===== src/rtl/core/texel_format_to_rgba8_assert.svh =====
// ----------------------------------------------------------------------------
// Assertion macros
// Shared concurrent assertion forms, clocked on clk, disabled in reset.
// ----------------------------------------------------------------------------
`ifndef TEXEL_FORMAT_TO_RGBA8_ASSERT_SVH
`define TEXEL_FORMAT_TO_RGBA8_ASSERT_SVH

// antecedent implies consequent in the same cycle
`define TXFMT_ASSERT_NOW(lbl, ante, cons, msg) \
	lbl: assert property (@(posedge clk) disable iff (!arst_n) (ante) |-> (cons)) \
		else $error(msg);

// antecedent implies consequent in the next cycle
`define TXFMT_ASSERT_NEXT(lbl, ante, cons, msg) \
	lbl: assert property (@(posedge clk) disable iff (!arst_n) (ante) |=> (cons)) \
		else $error(msg);

`endif


===== src/rtl/core/txfmt_pkg.sv =====
// ----------------------------------------------------------------------------
// Texel format package
// Format codes, register map, result type and channel widening helpers.
// ----------------------------------------------------------------------------
package txfmt_pkg;

	localparam int unsigned ADDR_W = 3;
	localparam int unsigned DATA_W = 32;
	localparam int unsigned FMT_W  = 4;

	localparam logic REG_PIXEL_FORMAT = 1'b0;

	typedef enum logic [FMT_W-1:0] {
		FMT_RGB555   = 4'd0,
		FMT_A4L4_LO  = 4'd1,
		FMT_L4A4_LO  = 4'd2,
		FMT_A4L4_HI  = 4'd3,
		FMT_L4A4_HI  = 4'd4,
		FMT_L8_LO    = 4'd5,
		FMT_L8_HI    = 4'd6,
		FMT_RGBA4444 = 4'd7,
		FMT_L4_LO_LO = 4'd8,
		FMT_L4_LO_HI = 4'd9,
		FMT_L4_HI_LO = 4'd10,
		FMT_L4_HI_HI = 4'd11
	} fmt_t;

	localparam logic [7:0] ALPHA_OPAQUE = 8'hFF;
	localparam logic [7:0] ALPHA_CLEAR  = 8'h00;
	localparam logic [7:0] CHAN_FULL    = 8'hFF;
	localparam logic [7:0] CHAN_ZERO    = 8'h00;

	typedef struct packed {
		logic [7:0] red;
		logic [7:0] green;
		logic [7:0] blue;
		logic [7:0] alpha;
	} rgba_t;

	// floor(v * 255 / 31)
	localparam logic [7:0] WIDEN5_LUT [32] = '{
		8'd0,   8'd8,   8'd16,  8'd24,  8'd32,  8'd41,  8'd49,  8'd57,
		8'd65,  8'd74,  8'd82,  8'd90,  8'd98,  8'd106, 8'd115, 8'd123,
		8'd131, 8'd139, 8'd148, 8'd156, 8'd164, 8'd172, 8'd180, 8'd189,
		8'd197, 8'd205, 8'd213, 8'd222, 8'd230, 8'd238, 8'd246, 8'd255
	};

	// n * 17
	function automatic logic [7:0] widen4(input logic [3:0] n);
		return {n, n};
	endfunction

	function automatic logic [7:0] alpha_key(input logic [7:0] grey);
		return (grey == CHAN_FULL) ? ALPHA_CLEAR : ALPHA_OPAQUE;
	endfunction

endpackage


===== src/rtl/core/txfmt_if.sv =====
// ----------------------------------------------------------------------------
// Texel channel interfaces
// Valid/ready channels for source texel words and converted RGBA8 texels.
// ----------------------------------------------------------------------------
interface txfmt_in_if;
	logic        valid;
	logic        ready;
	logic [15:0] texel_word;

	modport source (output valid, output texel_word, input ready);
	modport sink   (input valid, input texel_word, output ready);
endinterface

interface txfmt_out_if;
	logic       valid;
	logic       ready;
	logic [7:0] red;
	logic [7:0] green;
	logic [7:0] blue;
	logic [7:0] alpha;

	modport source (output valid, output red, output green, output blue, output alpha,
		input ready);
	modport sink   (input valid, input red, input green, input blue, input alpha,
		output ready);
endinterface


===== src/rtl/core/txfmt_convert.sv =====
// ----------------------------------------------------------------------------
// Texel converter
// Combinational decode of one 16-bit texel word into RGBA8 by format code.
// ----------------------------------------------------------------------------
module txfmt_convert (
	input  logic [txfmt_pkg::FMT_W-1:0] fmt,
	input  logic [15:0]                 word,
	output txfmt_pkg::rgba_t            rgba
);

	logic [7:0] lo;
	logic [7:0] hi;
	logic [7:0] grey;

	assign lo = word[7:0];
	assign hi = word[15:8];

	always_comb begin
		grey = txfmt_pkg::CHAN_ZERO;
		rgba = '{red: txfmt_pkg::CHAN_FULL, green: txfmt_pkg::CHAN_ZERO,
			blue: txfmt_pkg::CHAN_ZERO, alpha: txfmt_pkg::ALPHA_OPAQUE};
		case (txfmt_pkg::fmt_t'(fmt))
			txfmt_pkg::FMT_RGB555: begin
				rgba.red   = txfmt_pkg::WIDEN5_LUT[word[14:10]];
				rgba.green = txfmt_pkg::WIDEN5_LUT[word[9:5]];
				rgba.blue  = txfmt_pkg::WIDEN5_LUT[word[4:0]];
				rgba.alpha = word[15] ? txfmt_pkg::ALPHA_CLEAR : txfmt_pkg::ALPHA_OPAQUE;
			end
			txfmt_pkg::FMT_A4L4_LO: begin
				grey       = txfmt_pkg::widen4(lo[3:0]);
				rgba       = '{grey, grey, grey, txfmt_pkg::widen4(lo[7:4])};
			end
			txfmt_pkg::FMT_L4A4_LO: begin
				grey       = txfmt_pkg::widen4(lo[7:4]);
				rgba       = '{grey, grey, grey, txfmt_pkg::widen4(lo[3:0])};
			end
			txfmt_pkg::FMT_A4L4_HI: begin
				grey       = txfmt_pkg::widen4(hi[3:0]);
				rgba       = '{grey, grey, grey, txfmt_pkg::widen4(hi[7:4])};
			end
			txfmt_pkg::FMT_L4A4_HI: begin
				grey       = txfmt_pkg::widen4(hi[7:4]);
				rgba       = '{grey, grey, grey, txfmt_pkg::widen4(hi[3:0])};
			end
			txfmt_pkg::FMT_L8_LO: begin
				grey       = lo;
				rgba       = '{grey, grey, grey, txfmt_pkg::alpha_key(grey)};
			end
			txfmt_pkg::FMT_L8_HI: begin
				grey       = hi;
				rgba       = '{grey, grey, grey, txfmt_pkg::alpha_key(grey)};
			end
			txfmt_pkg::FMT_RGBA4444: begin
				rgba = '{txfmt_pkg::widen4(word[15:12]), txfmt_pkg::widen4(word[11:8]),
					txfmt_pkg::widen4(word[7:4]), txfmt_pkg::widen4(word[3:0])};
			end
			txfmt_pkg::FMT_L4_LO_LO: begin
				grey       = txfmt_pkg::widen4(lo[3:0]);
				rgba       = '{grey, grey, grey, txfmt_pkg::alpha_key(grey)};
			end
			txfmt_pkg::FMT_L4_LO_HI: begin
				grey       = txfmt_pkg::widen4(lo[7:4]);
				rgba       = '{grey, grey, grey, txfmt_pkg::alpha_key(grey)};
			end
			txfmt_pkg::FMT_L4_HI_LO: begin
				grey       = txfmt_pkg::widen4(hi[3:0]);
				rgba       = '{grey, grey, grey, txfmt_pkg::alpha_key(grey)};
			end
			txfmt_pkg::FMT_L4_HI_HI: begin
				grey       = txfmt_pkg::widen4(hi[7:4]);
				rgba       = '{grey, grey, grey, txfmt_pkg::alpha_key(grey)};
			end
			default: begin
				// unused codes: opaque debug red
				grey = txfmt_pkg::CHAN_ZERO;
				rgba = '{txfmt_pkg::CHAN_FULL, txfmt_pkg::CHAN_ZERO,
					txfmt_pkg::CHAN_ZERO, txfmt_pkg::ALPHA_OPAQUE};
			end
		endcase
	end

endmodule


===== src/rtl/core/texel_format_to_rgba8.sv =====
// ----------------------------------------------------------------------------
// Texel format to RGBA8 converter
// Streams 16-bit texel words in and RGBA8 texels out, one beat per cycle while out_ch is ready.
// ----------------------------------------------------------------------------
// Usage:
//   in_ch  carries one texel_word per beat; out_ch carries red, green, blue
//   and alpha, exactly one result beat per input beat, in order.
//   The APB port holds one register, pixel_format, at byte address 0;
//   change it only while no beats are in flight.
// Path: an accepted beat is held in the input register, passes the format
//   decode, and is offered from the result register.
// Throughput: one texel per cycle while out_ch.ready stays high, set by the
//   two-stage valid/ready pipeline with no iterative logic.
// Reset: both stages empty, pixel_format returns to RGB555 (code 0).
// Stall: when out_ch.ready is low the result register holds its beat; the
//   input register still fills, so in_ch.ready drops only once both
//   stages are full, and rises again as soon as a result beat leaves.
// ----------------------------------------------------------------------------
`include "texel_format_to_rgba8_assert.svh"

module texel_format_to_rgba8 (
	input  logic                           clk,
	input  logic                           arst_n,
	txfmt_in_if.sink                       in_ch,
	txfmt_out_if.source                    out_ch,
	input  logic                           psel,
	input  logic                           penable,
	input  logic                           pwrite,
	input  logic [txfmt_pkg::ADDR_W-1:0]   paddr,
	input  logic [txfmt_pkg::DATA_W-1:0]   pwdata,
	output logic [txfmt_pkg::DATA_W-1:0]   prdata,
	output logic                           pready
);

	logic [txfmt_pkg::FMT_W-1:0] pixel_format_q;
	logic                        cfg_wr;
	logic                        reg_sel;

	logic                        valid_s1;
	logic [15:0]                 word_s1;
	logic                        valid_s2;
	txfmt_pkg::rgba_t            rgba_s2;
	txfmt_pkg::rgba_t            rgba_conv;

	logic                        adv_s2;
	logic                        move_s1;
	logic                        take_in;

	// configuration
	assign pready  = 1'b1;
	assign reg_sel = (paddr[2] == txfmt_pkg::REG_PIXEL_FORMAT);
	assign cfg_wr  = psel && penable && pwrite && pready && reg_sel;
	assign prdata  = reg_sel ?
		{{(txfmt_pkg::DATA_W-txfmt_pkg::FMT_W){1'b0}}, pixel_format_q} : '0;

	always_ff @(posedge clk or negedge arst_n) begin
		if (!arst_n) begin
			pixel_format_q <= txfmt_pkg::FMT_RGB555;
		end else if (cfg_wr) begin
			pixel_format_q <= pwdata[txfmt_pkg::FMT_W-1:0];
		end
	end

	// pipeline control
	assign adv_s2      = !valid_s2 || out_ch.ready;
	assign move_s1     = valid_s1 && adv_s2;
	assign in_ch.ready = !valid_s1 || adv_s2;
	assign take_in     = in_ch.valid && in_ch.ready;

	always_ff @(posedge clk or negedge arst_n) begin
		if (!arst_n) begin
			valid_s1 <= 1'b0;
			valid_s2 <= 1'b0;
		end else begin
			if (take_in) begin
				valid_s1 <= 1'b1;
			end else if (adv_s2) begin
				valid_s1 <= 1'b0;
			end
			if (adv_s2) begin
				valid_s2 <= valid_s1;
			end
		end
	end

	always_ff @(posedge clk) begin
		if (take_in) begin
			word_s1 <= in_ch.texel_word;
		end
		if (move_s1) begin
			rgba_s2 <= rgba_conv;
		end
	end

	txfmt_convert u_convert (
		.fmt  (pixel_format_q),
		.word (word_s1),
		.rgba (rgba_conv)
	);

	assign out_ch.valid = valid_s2;
	assign out_ch.red   = rgba_s2.red;
	assign out_ch.green = rgba_s2.green;
	assign out_ch.blue  = rgba_s2.blue;
	assign out_ch.alpha = rgba_s2.alpha;

	`TXFMT_ASSERT_NEXT(a_in_lands, take_in, valid_s1, "accepted beat not held in input stage")
	`TXFMT_ASSERT_NEXT(a_s1_moves, move_s1, valid_s2, "input stage beat lost on advance")
	`TXFMT_ASSERT_NEXT(a_debug_red, move_s1 && (pixel_format_q > txfmt_pkg::FMT_L4_HI_HI),
		(rgba_s2.red == 8'hFF) && (rgba_s2.green == 8'h00) && (rgba_s2.blue == 8'h00)
		&& (rgba_s2.alpha == 8'hFF), "unused format did not give opaque red")
	`TXFMT_ASSERT_NEXT(a_grey_fmt, move_s1 && (pixel_format_q >= txfmt_pkg::FMT_A4L4_LO)
		&& (pixel_format_q <= txfmt_pkg::FMT_L8_HI), (rgba_s2.red == rgba_s2.green)
		&& (rgba_s2.green == rgba_s2.blue), "grey format gave unequal colour channels")

endmodule

===== src/flat_wrapper.sv =====
// flat-port wrapper written by rule: the top's interface ports become plain ports
module texel_format_to_rgba8_flat 
  (clk, arst_n, psel, penable, pwrite, paddr, pwdata, prdata, pready, in_ch_valid, in_ch_texel_word, in_ch_ready, out_ch_valid, out_ch_red, out_ch_green, out_ch_blue, out_ch_alpha, out_ch_ready);
  txfmt_in_if in_ch_i ();
  txfmt_out_if out_ch_i ();
  input  logic clk;
  input  logic arst_n;
  input  logic psel;
  input  logic penable;
  input  logic pwrite;
  input  logic [txfmt_pkg::ADDR_W-1:0] paddr;
  input  logic [txfmt_pkg::DATA_W-1:0] pwdata;
  output logic [txfmt_pkg::DATA_W-1:0] prdata;
  output logic pready;
  input wire logic [$bits(in_ch_i.valid)-1:0] in_ch_valid;
  input wire logic [$bits(in_ch_i.texel_word)-1:0] in_ch_texel_word;
  output wire logic [$bits(in_ch_i.ready)-1:0] in_ch_ready;
  output wire logic [$bits(out_ch_i.valid)-1:0] out_ch_valid;
  output wire logic [$bits(out_ch_i.red)-1:0] out_ch_red;
  output wire logic [$bits(out_ch_i.green)-1:0] out_ch_green;
  output wire logic [$bits(out_ch_i.blue)-1:0] out_ch_blue;
  output wire logic [$bits(out_ch_i.alpha)-1:0] out_ch_alpha;
  input wire logic [$bits(out_ch_i.ready)-1:0] out_ch_ready;
  assign in_ch_i.valid = in_ch_valid;
  assign in_ch_i.texel_word = in_ch_texel_word;
  assign in_ch_ready = in_ch_i.ready;
  assign out_ch_valid = out_ch_i.valid;
  assign out_ch_red = out_ch_i.red;
  assign out_ch_green = out_ch_i.green;
  assign out_ch_blue = out_ch_i.blue;
  assign out_ch_alpha = out_ch_i.alpha;
  assign out_ch_i.ready = out_ch_ready;
  texel_format_to_rgba8 u_core (.clk(clk), .arst_n(arst_n), .in_ch(in_ch_i), .out_ch(out_ch_i), .psel(psel), .penable(penable), .pwrite(pwrite), .paddr(paddr), .pwdata(pwdata), .prdata(prdata), .pready(pready));
endmodule

===== config.mk =====
export PLATFORM = sky130hd
export DESIGN_NAME = texel_format_to_rgba8_flat
export DESIGN_NICKNAME = d
export VERILOG_FILES = /design/src/rtl/core/txfmt_pkg.sv /design/src/rtl/core/txfmt_if.sv /design/src/rtl/core/txfmt_convert.sv /design/src/rtl/core/texel_format_to_rgba8.sv /design/src/flat_wrapper.sv
export VERILOG_INCLUDE_DIRS = /design/src /design/src/rtl/core
export SDC_FILE = /design/constraint.sdc
export NUM_CORES = 1
export LEC_CHECK = 0
export BUFFER_PORTS_ARGS = -buffer_cell sky130_fd_sc_hd__buf_2
export CORE_MARGIN = 2
export CORE_UTILIZATION = 47
export CTS_BUF_LIST = sky130_fd_sc_hd__clkbuf_4 sky130_fd_sc_hd__clkbuf_8 sky130_fd_sc_hd__clkbuf_16
export CTS_CLUSTER_SIZE = 28
export DETAILED_ROUTE_END_ITERATION = 10
export PLACE_DENSITY = 0.87
export SYNTH_ARGS = -nofsm -noshare
export SYNTH_HDL_FRONTEND = slang
export SYNTH_HIERARCHICAL = 1
export SYNTH_SLANG_ARGS = --single-unit

===== constraint.sdc =====
create_clock -name clk -period 2.7 [get_ports clk]
set_clock_uncertainty 0.15 [all_clocks]
set_input_delay 0.135 -clock clk [delete_from_list [all_inputs] [get_ports clk]]
set_output_delay 0.135 -clock clk [all_outputs]
set_load 0.02 [all_outputs]

== After elaboration in Yosys (flattened, before gate mapping) ==
Memory sizes are Yosys's and may differ from the RTL's.
Index checks and enable logic that the tools add are counted.
Word-level totals
  word-level logic and storage cells: 63
  input port bits: 58
  output and inout bits: 67
  memories: 3
  bits in read-only memories: 768
  flip-flop bits (word level): 54
Memories
  (no name shown): words 32, bits a word 8, read ports 1, clocked after memory_dff 0, write ports 0, RTL line txfmt_convert.sv:26  | rgba.blue = txfmt_pkg::WIDEN5_LUT[word[4:0]];
  (no name shown): words 32, bits a word 8, read ports 1, clocked after memory_dff 0, write ports 0, RTL line txfmt_convert.sv:25  | rgba.green = txfmt_pkg::WIDEN5_LUT[word[9:5]];
  (no name shown): words 32, bits a word 8, read ports 1, clocked after memory_dff 0, write ports 0, RTL line txfmt_convert.sv:24  | rgba.red = txfmt_pkg::WIDEN5_LUT[word[14:10]];
Cells by class
  muxes and demuxes: 17
  equality and inequality tests: 17
  bitwise operators: 4
  order comparisons: 3
  reduce and logical (&&, ||, !) cells: 11
Operator list (count)
  $pmux 32 s12: 1
  $mux 8: 13
  $eq 8x8->1 const B: 6
  $ge 6x6->1 const B: 3
  $not 5->6: 3
  $eq 4x3->1 const B: 4
  $eq 4x4->1 const B: 4
  $eq 4x2->1 const B: 2
  $logic_and 1x1->1: 5
  $eq 4x1->1 const B: 1
  $logic_not 4->1: 1
  $mux 4: 1
  $logic_not 1->1: 2
  $logic_or 1x1->1: 2
  $mux 1: 2
  $reduce_bool 2->1: 1
  $not 1->1: 1

== Longest topological paths before layout ==
Gate-level depths: netlist of run 1.
  word-level depth: 5
  gate-level depth with buffers: 9
  mapped depth without buffers: 4

== Cells and area by module ==
Netlist of run 1, hierarchy kept.
Modules (own cells, without submodules)
  texel_format_to_rgba8: seq. area each 1591.5 um2, times used 1, area an instance 1959.4 um2, cells an instance 100
  txfmt_convert: seq. area each 0.0 um2, times used 1, area an instance 1634.1 um2, cells an instance 245

== Worst setup path after synthesis of run 1 ==
OpenSTA, ideal clock, no wires.
  path type: flip-flop to flip-flop
  start: register u_core/pixel_format_q[2] (netlist name)
  end: register u_core.rgba_s2, in the netlist u_core/out_ch.alpha[4], data pin
  library setup time: 0.251 ns
  setup slack: 0.761 ns
  arrival: 1.538 ns
  stages on the path, launching flop included: 10
  required time: 2.299 ns
  buffers on the path: 5
  period minus slack after synthesis: 1.939 ns
  cell sequence: dfrtp_1 clkbuf_2 buf_4 buf_4 buf_4 nand2_1 o211ai_1 a32oi_1 nand3_1 buf_4
RTL lines
  from (decl): RTL line texel_format_to_rgba8.sv:35  | logic [txfmt_pkg::FMT_W-1:0] pixel_format_q;
  from (signal assigned): RTL line texel_format_to_rgba8.sv:58  | pixel_format_q <= txfmt_pkg::FMT_RGB555;
  from (signal assigned): RTL line texel_format_to_rgba8.sv:60  | pixel_format_q <= pwdata[txfmt_pkg::FMT_W-1:0];
  to (signal assigned): RTL line texel_format_to_rgba8.sv:91  | rgba_s2 <= rgba_conv;
  to (decl): RTL line texel_format_to_rgba8.sv:42  | txfmt_pkg::rgba_t rgba_s2;

==> results.toml, run 1 <==
[status]
outcome = "finished, final reports clean"

[worst_setup_path]
endpoint_kind = "flop"
crit_type = "flop to flop"
start_kind = "flop"
ff2ff_path_depth = 5
timing.rr.start = "u_core/pixel_format_q[2]"
crit_start = "u_core/pixel_format_q[2]"
worstPathArrival_ps = 2260
critical_path.max_fanout = 20
required_ps = 2580

[yosys]
postSynthCellCount = 345
synth_area_um2 = 3590
netlist.area_leader.share = 0.401
synth-edff-count = 48
yosysUniqueCellTypes = 64
async_reset_ff_frac = 0.111
syn_area_per_cell_um2 = 10.4
yosys_warnings = 6
yosysSeqAreaShare = 0.443
ys_top_cells_by_area = "edfxtp_1 (40%), buf_4 (8.1%), mux2i_1 (5.0%)"
synth_top_area_cell = "edfxtp_1"
ys_ff_latch = 54
ys.flop_type = "edfxtp_1"

[pwr]
p_seq_frac = 0.429
swShare = 0.366
internal_power_w = 0.00187
ir_drop_uv = 305
p_leak_nw = 1.69
combPwrFrac = 0.393
total_power_w = 0.00296
power_density_nw_per_um2 = 710
p_clk_frac = 0.178
power.switching_w = 0.00108

[floorplan]
die_h_um = 91.4
initial_core_util = 0.490
rows = 31
die_w_um = 91.4
ioPinCount = 125
core_um2 = 7330
dieArea_um2 = 8360

[cells_and_area]
drive_above_1_share = 0.261
final_cells = 513
final.fill_count = 626
fin_util = 0.568
area_growth_syn_to_layout_pct = 15.8
diodes = 0
nNetsFinal = 471

[run]
drv_cap = 0

[sta]
setup_viol = 0
hold_viol = 0
max_freq_ghz = 0.420
whs_ps = 58.4
slew_headroom = 0.567
post-route-period-util = 0.881
min_period_ps = 2380
rsz0062_at_grt = "false"
timing.final.max_slew_violations = 0
tns_ps = 0
worst_pin_slew_ps = 650

[placed_design]
place.gp.congestion = 0.949
dp_hpwl_um = 5560
port_buffers = 65
place_inst = 481

[grt]
track_usage = 0.193
grt_pass1_vias = 2609
grt-ovfl-total = 0
antenna_found_initial = 0
grt_pass1_wl_um = 12900
grt_max_degree = 36

[clock_network]
numCtsBuffers = 5
postCtsSetupBuffers = 0
clock_sinks = 54
htreeDepth = 2
ctsHoldBuffers = 24
cts_max_path_buffers = 2
root_buffer = "clkbuf_8"
tritoncts = "yes"
clock_latency_ps = 310
post_cts_resized = 0
clk_pin_slew_ps = 90

[routing]
firstDrtPassIters = 5
drc_errors = 0
wl_per_cell_um = 16.1
routed_via_density = 5.76
drt-total-wl_um = 8240
final_antenna_net_count = 0
vias = 2954
drtIter0Drc = 364

[worst_hold_path]
hold_class = "input pin to async pin"
-- Yosys cell counts, types with 3 or more instances --
cell type / instances
a21boi_0: 3
buf_2: 6
nand4b_1: 4
nand4_1: 5
mux2_2: 5
or3b_2: 3
nand2_1: 24
o2bb2ai_1: 4
and2b_2: 4
nand3_1: 18
nor2_1: 9
inv_1: 6
mux2i_1: 18
o31ai_1: 3
a22oi_1: 7
a21oi_1: 13
edfxtp_1: 48
o211ai_1: 5
a2111oi_2: 3
o311ai_1: 3
o21ai_0: 7
a21o_1: 3
buf_4: 39
dfrtp_1: 6
o22ai_1: 4
nand3b_1: 10
clkbuf_1: 16
buf_6: 3
nand2b_1: 10
nor2b_1: 8
nor3_1: 9
-- flip-flops by register name (all words and copies together), names as in the netlist --
| register | count |
|---|---|
| u_core/pixel_format_q | 4 |
| u_core/out_ch.valid | 1 |
| u_core/valid_s1 | 1 |
| u_core/out_ch.blue | 8 |
| u_core/out_ch.alpha | 8 |
| u_core/out_ch.red | 8 |
| u_core/out_ch.green | 8 |
| u_core/word_s1 | 16 |
-- cells by family after synthesis --
| kind of cell | after synthesis | synth area share |
|---|---|---|
| and+or+nand+nor | 118 | 0.200 |
| AOI/OAI and AO/OA | 74 | 0.159 |
| buffers and inverters | 72 | 0.125 |
| DFF | 54 | 0.443 |
| muxes | 23 | 0.0658 |
| other | 2 | 0.00209 |
| adders and majority gates | 1 | 0.00279 |
| xor gates and xnor gates | 1 | 0.00244 |
-- per-layer routing --
| layer | vias up | track usage | wire (um) |
|---|---|---|---|
| li1 | 1363 | - | - |
| met1 | 1363 | 0.256 | 3340 |
| met2 | 206 | 0.309 | 3910 |
| met3 | 22 | 0.0357 | 756 |
| met4 | 0 | 0.0833 | 228 |
| met5 | - | 0 | 0 |
-- worst max-delay path: stages (launching register included) --
cell	delay, ps
dfrtp_1	610
buf_4	300
inv_1	160
nor4_2	90
a2111oi_2	610
nand3_1	160
-- final timing paths --
path	endpoint	slack (ps)
setup / recovery	u_core/out_ch.red[6]	320
hold reg to reg	u_core/out_ch.valid	340
max in group asynchronous	u_core/pixel_format_q[1]	2200
min in group clk	u_core/pixel_format_q[2]	70
hold / removal	u_core/pixel_format_q[2]	60
setup reg to reg	u_core/out_ch.red[6]	320
-- power groups by stage --
stage | combinational (W) | clock (W) | sequential (W)
final | 0.00116 | 0.000526 | 0.00127
after CTS | 0.00115 | 0.000535 | 0.00127
after detailed placement | 0.00112 | 0 | 0.00128
after floorplan | 0.000836 | 0 | 0.00136
after global placement | 0.00109 | 0 | 0.00128
after global routing | 0.00125 | 0.000568 | 0.00129
-- stage by stage --
step           cell area [um2]  setup WS, ps
2_1_floorplan             3690           761
3_3_place_gp              3810           392
3_5_place_dp              3810           335
4_1_cts                   4160           330
5_1_grt                   4160           190
6_report                  4160           321
-- layout by cell type, fill, tap and decap left out, types with 3 or more instances in the layout --
cell / count
a2111oi_2: 3
a21boi_0: 3
a21o_1: 3
a21oi_1: 13
a22oi_1: 7
and2b_2: 4
buf_2: 65
buf_4: 10
clkbuf_8: 5
conb_1: 29
dfrtp_1: 6
dlygate4sd3_1: 24
edfxtp_1: 48
inv_1: 6
mux2_2: 5
mux2i_1: 18
nand2_1: 24
nand2b_1: 10
nand3_1: 18
nand3b_1: 10
nand4_1: 5
nand4b_1: 4
nor2_1: 9
nor2b_1: 8
nor3_1: 9
o211ai_1: 5
o21ai_0: 7
o22ai_1: 4
o2bb2ai_1: 4
o311ai_1: 3
o31ai_1: 3
or3b_2: 3
-- cell type report --
type | count | area, um2 | share of cell area
clock buffer | 5 | 68.8 | 0.0165
sequential | 54 | 1590 | 0.382
tap | 99 | 124 | 0.0298
clock inverter | 3 | 40.0 | 0.00962
timing repair buffer | 100 | 661 | 0.159
inverter | 6 | 22.5 | 0.00541
multi-input combinational | 246 | 1660 | 0.398
Power figures use the tool's default switching activity.
==> inputs of run 2 (changes only) <==
PLACE_DENSITY = 0.76   (was 0.87)
==> results.toml, run 2 (synthesis results as in run 1) <==
[status]
outcome = "finished, final reports clean"

[worst_setup_path]
start_kind = "flop"
critical_path.max_fanout = 20
ff2ff_path_depth = 5
required_ps = 2570
crit_slowest_cell = "dfrtp_1"
crit_start = "u_core/pixel_format_q[1]"
r2r-end = "u_core/out_ch.blue[0]"
crit_type = "flop to flop"
crit_buf_inv = 1
timing.rr.start = "u_core/pixel_format_q[1]"
worst-path-stages = 5
r2r_setup_slack_ps = 280
endpoint_kind = "flop"
worstPathArrival_ps = 2300
cp_top_family = "flip-flops"
path_cells = "buf_4 -> mux2i_1 -> o22ai_1 -> nor3_1 -> o311ai_1"
max_stage_delay_ps = 800
cp-endpoint = "u_core/out_ch.blue[0]"

[routing]
wl_met1_um = 3470
wl_met2_um = 4090
routed_via_density = 5.60
firstDrtPassIters = 5
drc_errors = 0
vias = 2893
highest_layer = "met4"
drtIter0Drc = 341
drt-total-wl_um = 8310
wl_per_cell_um = 16.1
final_antenna_net_count = 0
wl_met3_um = 596

[grt]
grt_pass1_vias = 2557
grt-ovfl-total = 0
grt_pass1_wl_um = 13100
antenna_found_initial = 0
track_usage = 0.198
grt_max_degree = 33

[clock_network]
htreeDepth = 2
clock_latency_ps = 300
tritoncts = "yes"
numCtsBuffers = 5
cts_max_path_buffers = 2
clk_pin_slew_ps = 90
clock_sinks = 54
root_buffer = "clkbuf_8"

[sta]
max_freq_ghz = 0.413
slew_headroom = 0.532
timing.final.max_slew_violations = 0
rsz0062_at_grt = "false"
min_period_ps = 2420
tns_ps = 0
worst_pin_slew_ps = 702
post-route-period-util = 0.898
hold_viol = 0
setup_viol = 0

[cells_and_area]
final_area_um2 = 4200
largest_reg_flops = 16
final.fill_count = 650
seqCellArea_um2 = 1590
final_cell_mix = "buf_2 (65), edfxtp_1 (48), conb_1 (29), nand2_1 (24), dlygate4sd3_1 (23)"
multi_input_area_um2 = 1660
diodes = 0
layout_commonest_cell = "buf_2"
nNetsFinal = 475
regMostFlops = "u_core/word_s1"
fin_util = 0.573
area_growth_syn_to_layout_pct = 16.9
drive_above_1_share = 0.268

[floorplan]
die_w_um = 91.4
rows = 31
core_um2 = 7330
initial_core_util = 0.490
ioPinCount = 125
dieArea_um2 = 8360
die_h_um = 91.4

[placed_design]
dpl_cell_area_um2 = 3840
port_buffers = 65
dp_hpwl_um = 5820
place.gp.congestion = 0.943

[worst_hold_path]
hold_class = "input pin to async pin"

[pwr]
ir_drop_uv = 253
p_leak_nw = 1.71
power_density_nw_per_um2 = 726
total_power_w = 0.00305

[run]
drv_cap = 0
==> run 2: cell count changes in the layout (fill, tap and decap cells not counted), sizes merged <==
cell,delta
buf,+5
bufinv,+1
clkinv,-1
dlygate4sd3,-1
==> run 2: metal layers <==
metal / GRT usage / vias up
li1: - / 1365
met1: 0.266 / 1362
met2: 0.330 / 154
met3: 0.0282 / 12
met4: 0.0606 / 0
met5: 0 / -
==> run 2: worst min-delay path by stage <==
stage / start / to / slack [ps] / depth (start not counted)
after global placement: arst_n / u_core/pixel_format_q[2] / -190 / 1
final: arst_n / u_core/out_ch.valid / 40 / 2
after detailed placement: arst_n / u_core/pixel_format_q[3] / -180 / 1
after CTS: arst_n / u_core/pixel_format_q[1] / 30 / 2
after floorplan: arst_n / u_core/out_ch.valid / -310 / 0
after global routing: arst_n / u_core/pixel_format_q[1] / 30 / 2
==> run 2: timing repair <==
item                                   in CTS  in global routing
endpoints found under the hold margin      28                  0
gates resized for setup                     0                  0
hold buffers                               23                  0
buffers inserted                            0                  0
==> run 2: final cells by class <==
| type | count | area share |
|---|---|---|
| Multi-Input combinational cell | 246 | 0.394 |
| Clock buffer | 5 | 0.0164 |
| Clock inverter | 3 | 0.0152 |
| Sequential cell | 54 | 0.379 |
| Inverter | 6 | 0.00536 |
| Timing Repair Buffer | 104 | 0.161 |
| Tap cell | 99 | 0.0295 |
==> run 2: power breakdown <==
group	switching, W	total (W)	internal (W)
clock	0.000247	0.000613	0.000367
sequential	0.000137	0.00127	0.00113
combinational	0.000692	0.00117	0.000476
total	0.00108	0.00305	0.00197
==> run 2: per-stage QoR <==
step,setup slack [ps],hold slack (ps),instances
2_1_floorplan,761,-311,372
3_5_place_dp,341,-185,486
3_3_place_gp,353,-189,486
5_1_grt,129,26.8,517
4_1_cts,326,30.3,517
6_report,276,37.1,517
==> inputs of run 3 (changes only) <==
ABC_AREA = 1   (was default)
==> results.toml, run 3 <==
[pwr]
power_density_nw_per_um2 = 693
p_leak_nw = 2.19
ir_drop_uv = 285

[grt]
track_usage = 0.244
grt-ovfl-total = 0
grt_pass1_wl_um = 16000
antenna_found_initial = 0
grt_max_degree = 29
grt_pass1_vias = 3194

[placed_design]
place_inst = 665
dp_hpwl_um = 7440
port_buffers = 65
dpl_cell_area_um2 = 3900
post-place-ws_ps = 670
place.gp.congestion = 1.04

[floorplan]
core_um2 = 7610
initial_core_util = 0.477
die_h_um = 91.9
rows = 32
dieArea_um2 = 8440
die_w_um = 91.9
ioPinCount = 125

[run]
drv_cap = 0

[sta]
min_period_ps = 2120
tns_ps = 0
worst_pin_slew_ps = 665
hold_viol = 0
timing.final.max_slew_violations = 0
setup_viol = 0
setup_ws_ps = 585
post-route-period-util = 0.783
max_freq_ghz = 0.473
rsz0062_at_grt = "false"
slew_headroom = 0.555

[clock_network]
root_buffer = "clkbuf_8"
numCtsBuffers = 5
clock_sinks = 54
htreeDepth = 2
clk_pin_slew_ps = 90
cts_max_path_buffers = 2
postCtsSetupBuffers = 0
clock_latency_ps = 310
tritoncts = "yes"

[worst_setup_path]
worstPathArrival_ps = 2140
crit_type = "flop to flop"
critical_path.max_fanout = 15
start_kind = "flop"
endpoint_kind = "flop"
ff2ff_path_depth = 9
crit_slowest_cell = "nor2_1"
max_stage_delay_ps = 510
cp_common_cell = "nand2_1"
path_cells = "nor2_1 -> nand2_4 -> inv_4 -> nand2_1 -> nand2_1 -> inv_1 -> nand2_1 -> nor2_1 -> nand2_1"
required_ps = 2720

[yosys]
synth_area_um2 = 3630
synthMuxAreaShare = 0
ys.flop_type = "edfxtp_1"
ys_top_cells_by_area = "edfxtp_1 (40%), nand2_1 (18%), nor2_1 (10%)"
synth-compound-area-share = 0.0248
synth.most_common_cell = "nand2_1"
ys_ff_latch = 54
synth_top_area_cell = "edfxtp_1"
yosys_warnings = 6
syn_area_per_cell_um2 = 7.05
synth-edff-count = 48
synthAdderAreaFrac = 0
synthTopCellsByCount = "nand2_1 (175), nor2_1 (97), nand3_1 (60)"
postSynthCellCount = 515
async_reset_ff_frac = 0.111
netlist.area_leader.share = 0.397
yosysSeqAreaShare = 0.438
synth_top_family_by_area = "simple AND/OR/NAND/NOR gates"
yosysUniqueCellTypes = 21
synth-xor-area-share = 0
yosys.area_share.simple = 0.404

[routing]
routed_via_density = 5.11
firstDrtPassIters = 5
wl_per_cell_um = 14.7
drt-total-wl_um = 10200
final_antenna_net_count = 0
drc_errors = 0
drtIter0Drc = 322
vias = 3559

[cells_and_area]
layout_commonest_cell = "nand2_1"
diodes = 0
drive_above_1_share = 0.145
final_cells = 696
final_cell_mix = "nand2_1 (175), nor2_1 (97), buf_2 (65), nand3_1 (60), edfxtp_1 (48)"
regMostFlops = "u_core/word_s1"
area_growth_syn_to_layout_pct = 17.4
final_area_um2 = 4260
largest_reg_flops = 16
nNetsFinal = 651
final.fill_count = 738
fin_util = 0.560

[worst_hold_path]
hold_class = "input pin to async pin"

[status]
outcome = "finished, final reports clean"
[run 3: kinds of logic after synthesis]
| group | count (synthesis) |
|---|---|
| AO/OA/AOI/OAI | 18 |
| buffers and inverters | 89 |
| flip-flops | 54 |
| other | 2 |
| AND/OR/NAND/NOR | 352 |
[run 3: worst paths after layout]
| path | startpoint | endpoint | slack (ps) |
|---|---|---|---|
| setup / recovery | u_core/pixel_format_q[0] | u_core/out_ch.alpha[5] | 580 |
| setup reg to reg | u_core/pixel_format_q[0] | u_core/out_ch.alpha[5] | 580 |
| min in group clk | paddr[2] | u_core/pixel_format_q[3] | 40 |
| hold reg to reg | u_core/valid_s1 | u_core/out_ch.valid | 380 |
| hold / removal | arst_n | u_core/valid_s1 | 20 |
| max in group asynchronous | arst_n | u_core/pixel_format_q[2] | 2240 |
[run 3: report_power, final]
part	switching [W]	internal [W]	total, W	leakage, nW
clock	0.000260	0.000367	0.000627	0.0658
sequential	0.000101	0.00114	0.00124	0.534
combinational	0.000757	0.000325	0.00108	1.59
[run 3: worst max-delay path, delay by kind of cell, from the launching register on]
family,cells,cell delay (ps)
buf+inv,2,270
flops,1,480
simple gates,7,1090
[run 3: through the flow]
step	hold WS (ps)	power, W
global placement	-187	0.00229
global route	49.4	0.00313
finish	19.4	0.00295
CTS	15.8	0.00296
detailed placement	-185	0.00230
floorplan	-311	0.00206
[run 3: layer usage]
metal,global-route usage,routed length [um],up-vias
met1,0.325,4260,1600
met3,0.0329,804,19
met5,0,0,-
met4,0.0883,263,0
met2,0.409,4890,201
li1,-,-,1739
[run 3: final cells by class]
type                       count  area [um2]  share of cell area
multi-input combinational    399        1680               0.393
sequential                    54        1590               0.373
timing repair buffer          90         571               0.134
inverter                      43         164              0.0385
tap                          102         128              0.0299
clock buffer                   5        68.8              0.0161
clock inverter                 3        63.8              0.0150
[run 3: what timing repair did]
| item | 4_1_cts | 5_1_grt |
|---|---|---|
| endpoints found under the hold margin | 28 | 0 |
| gates resized for setup | 0 | 0 |
| hold buffers | 23 | 0 |
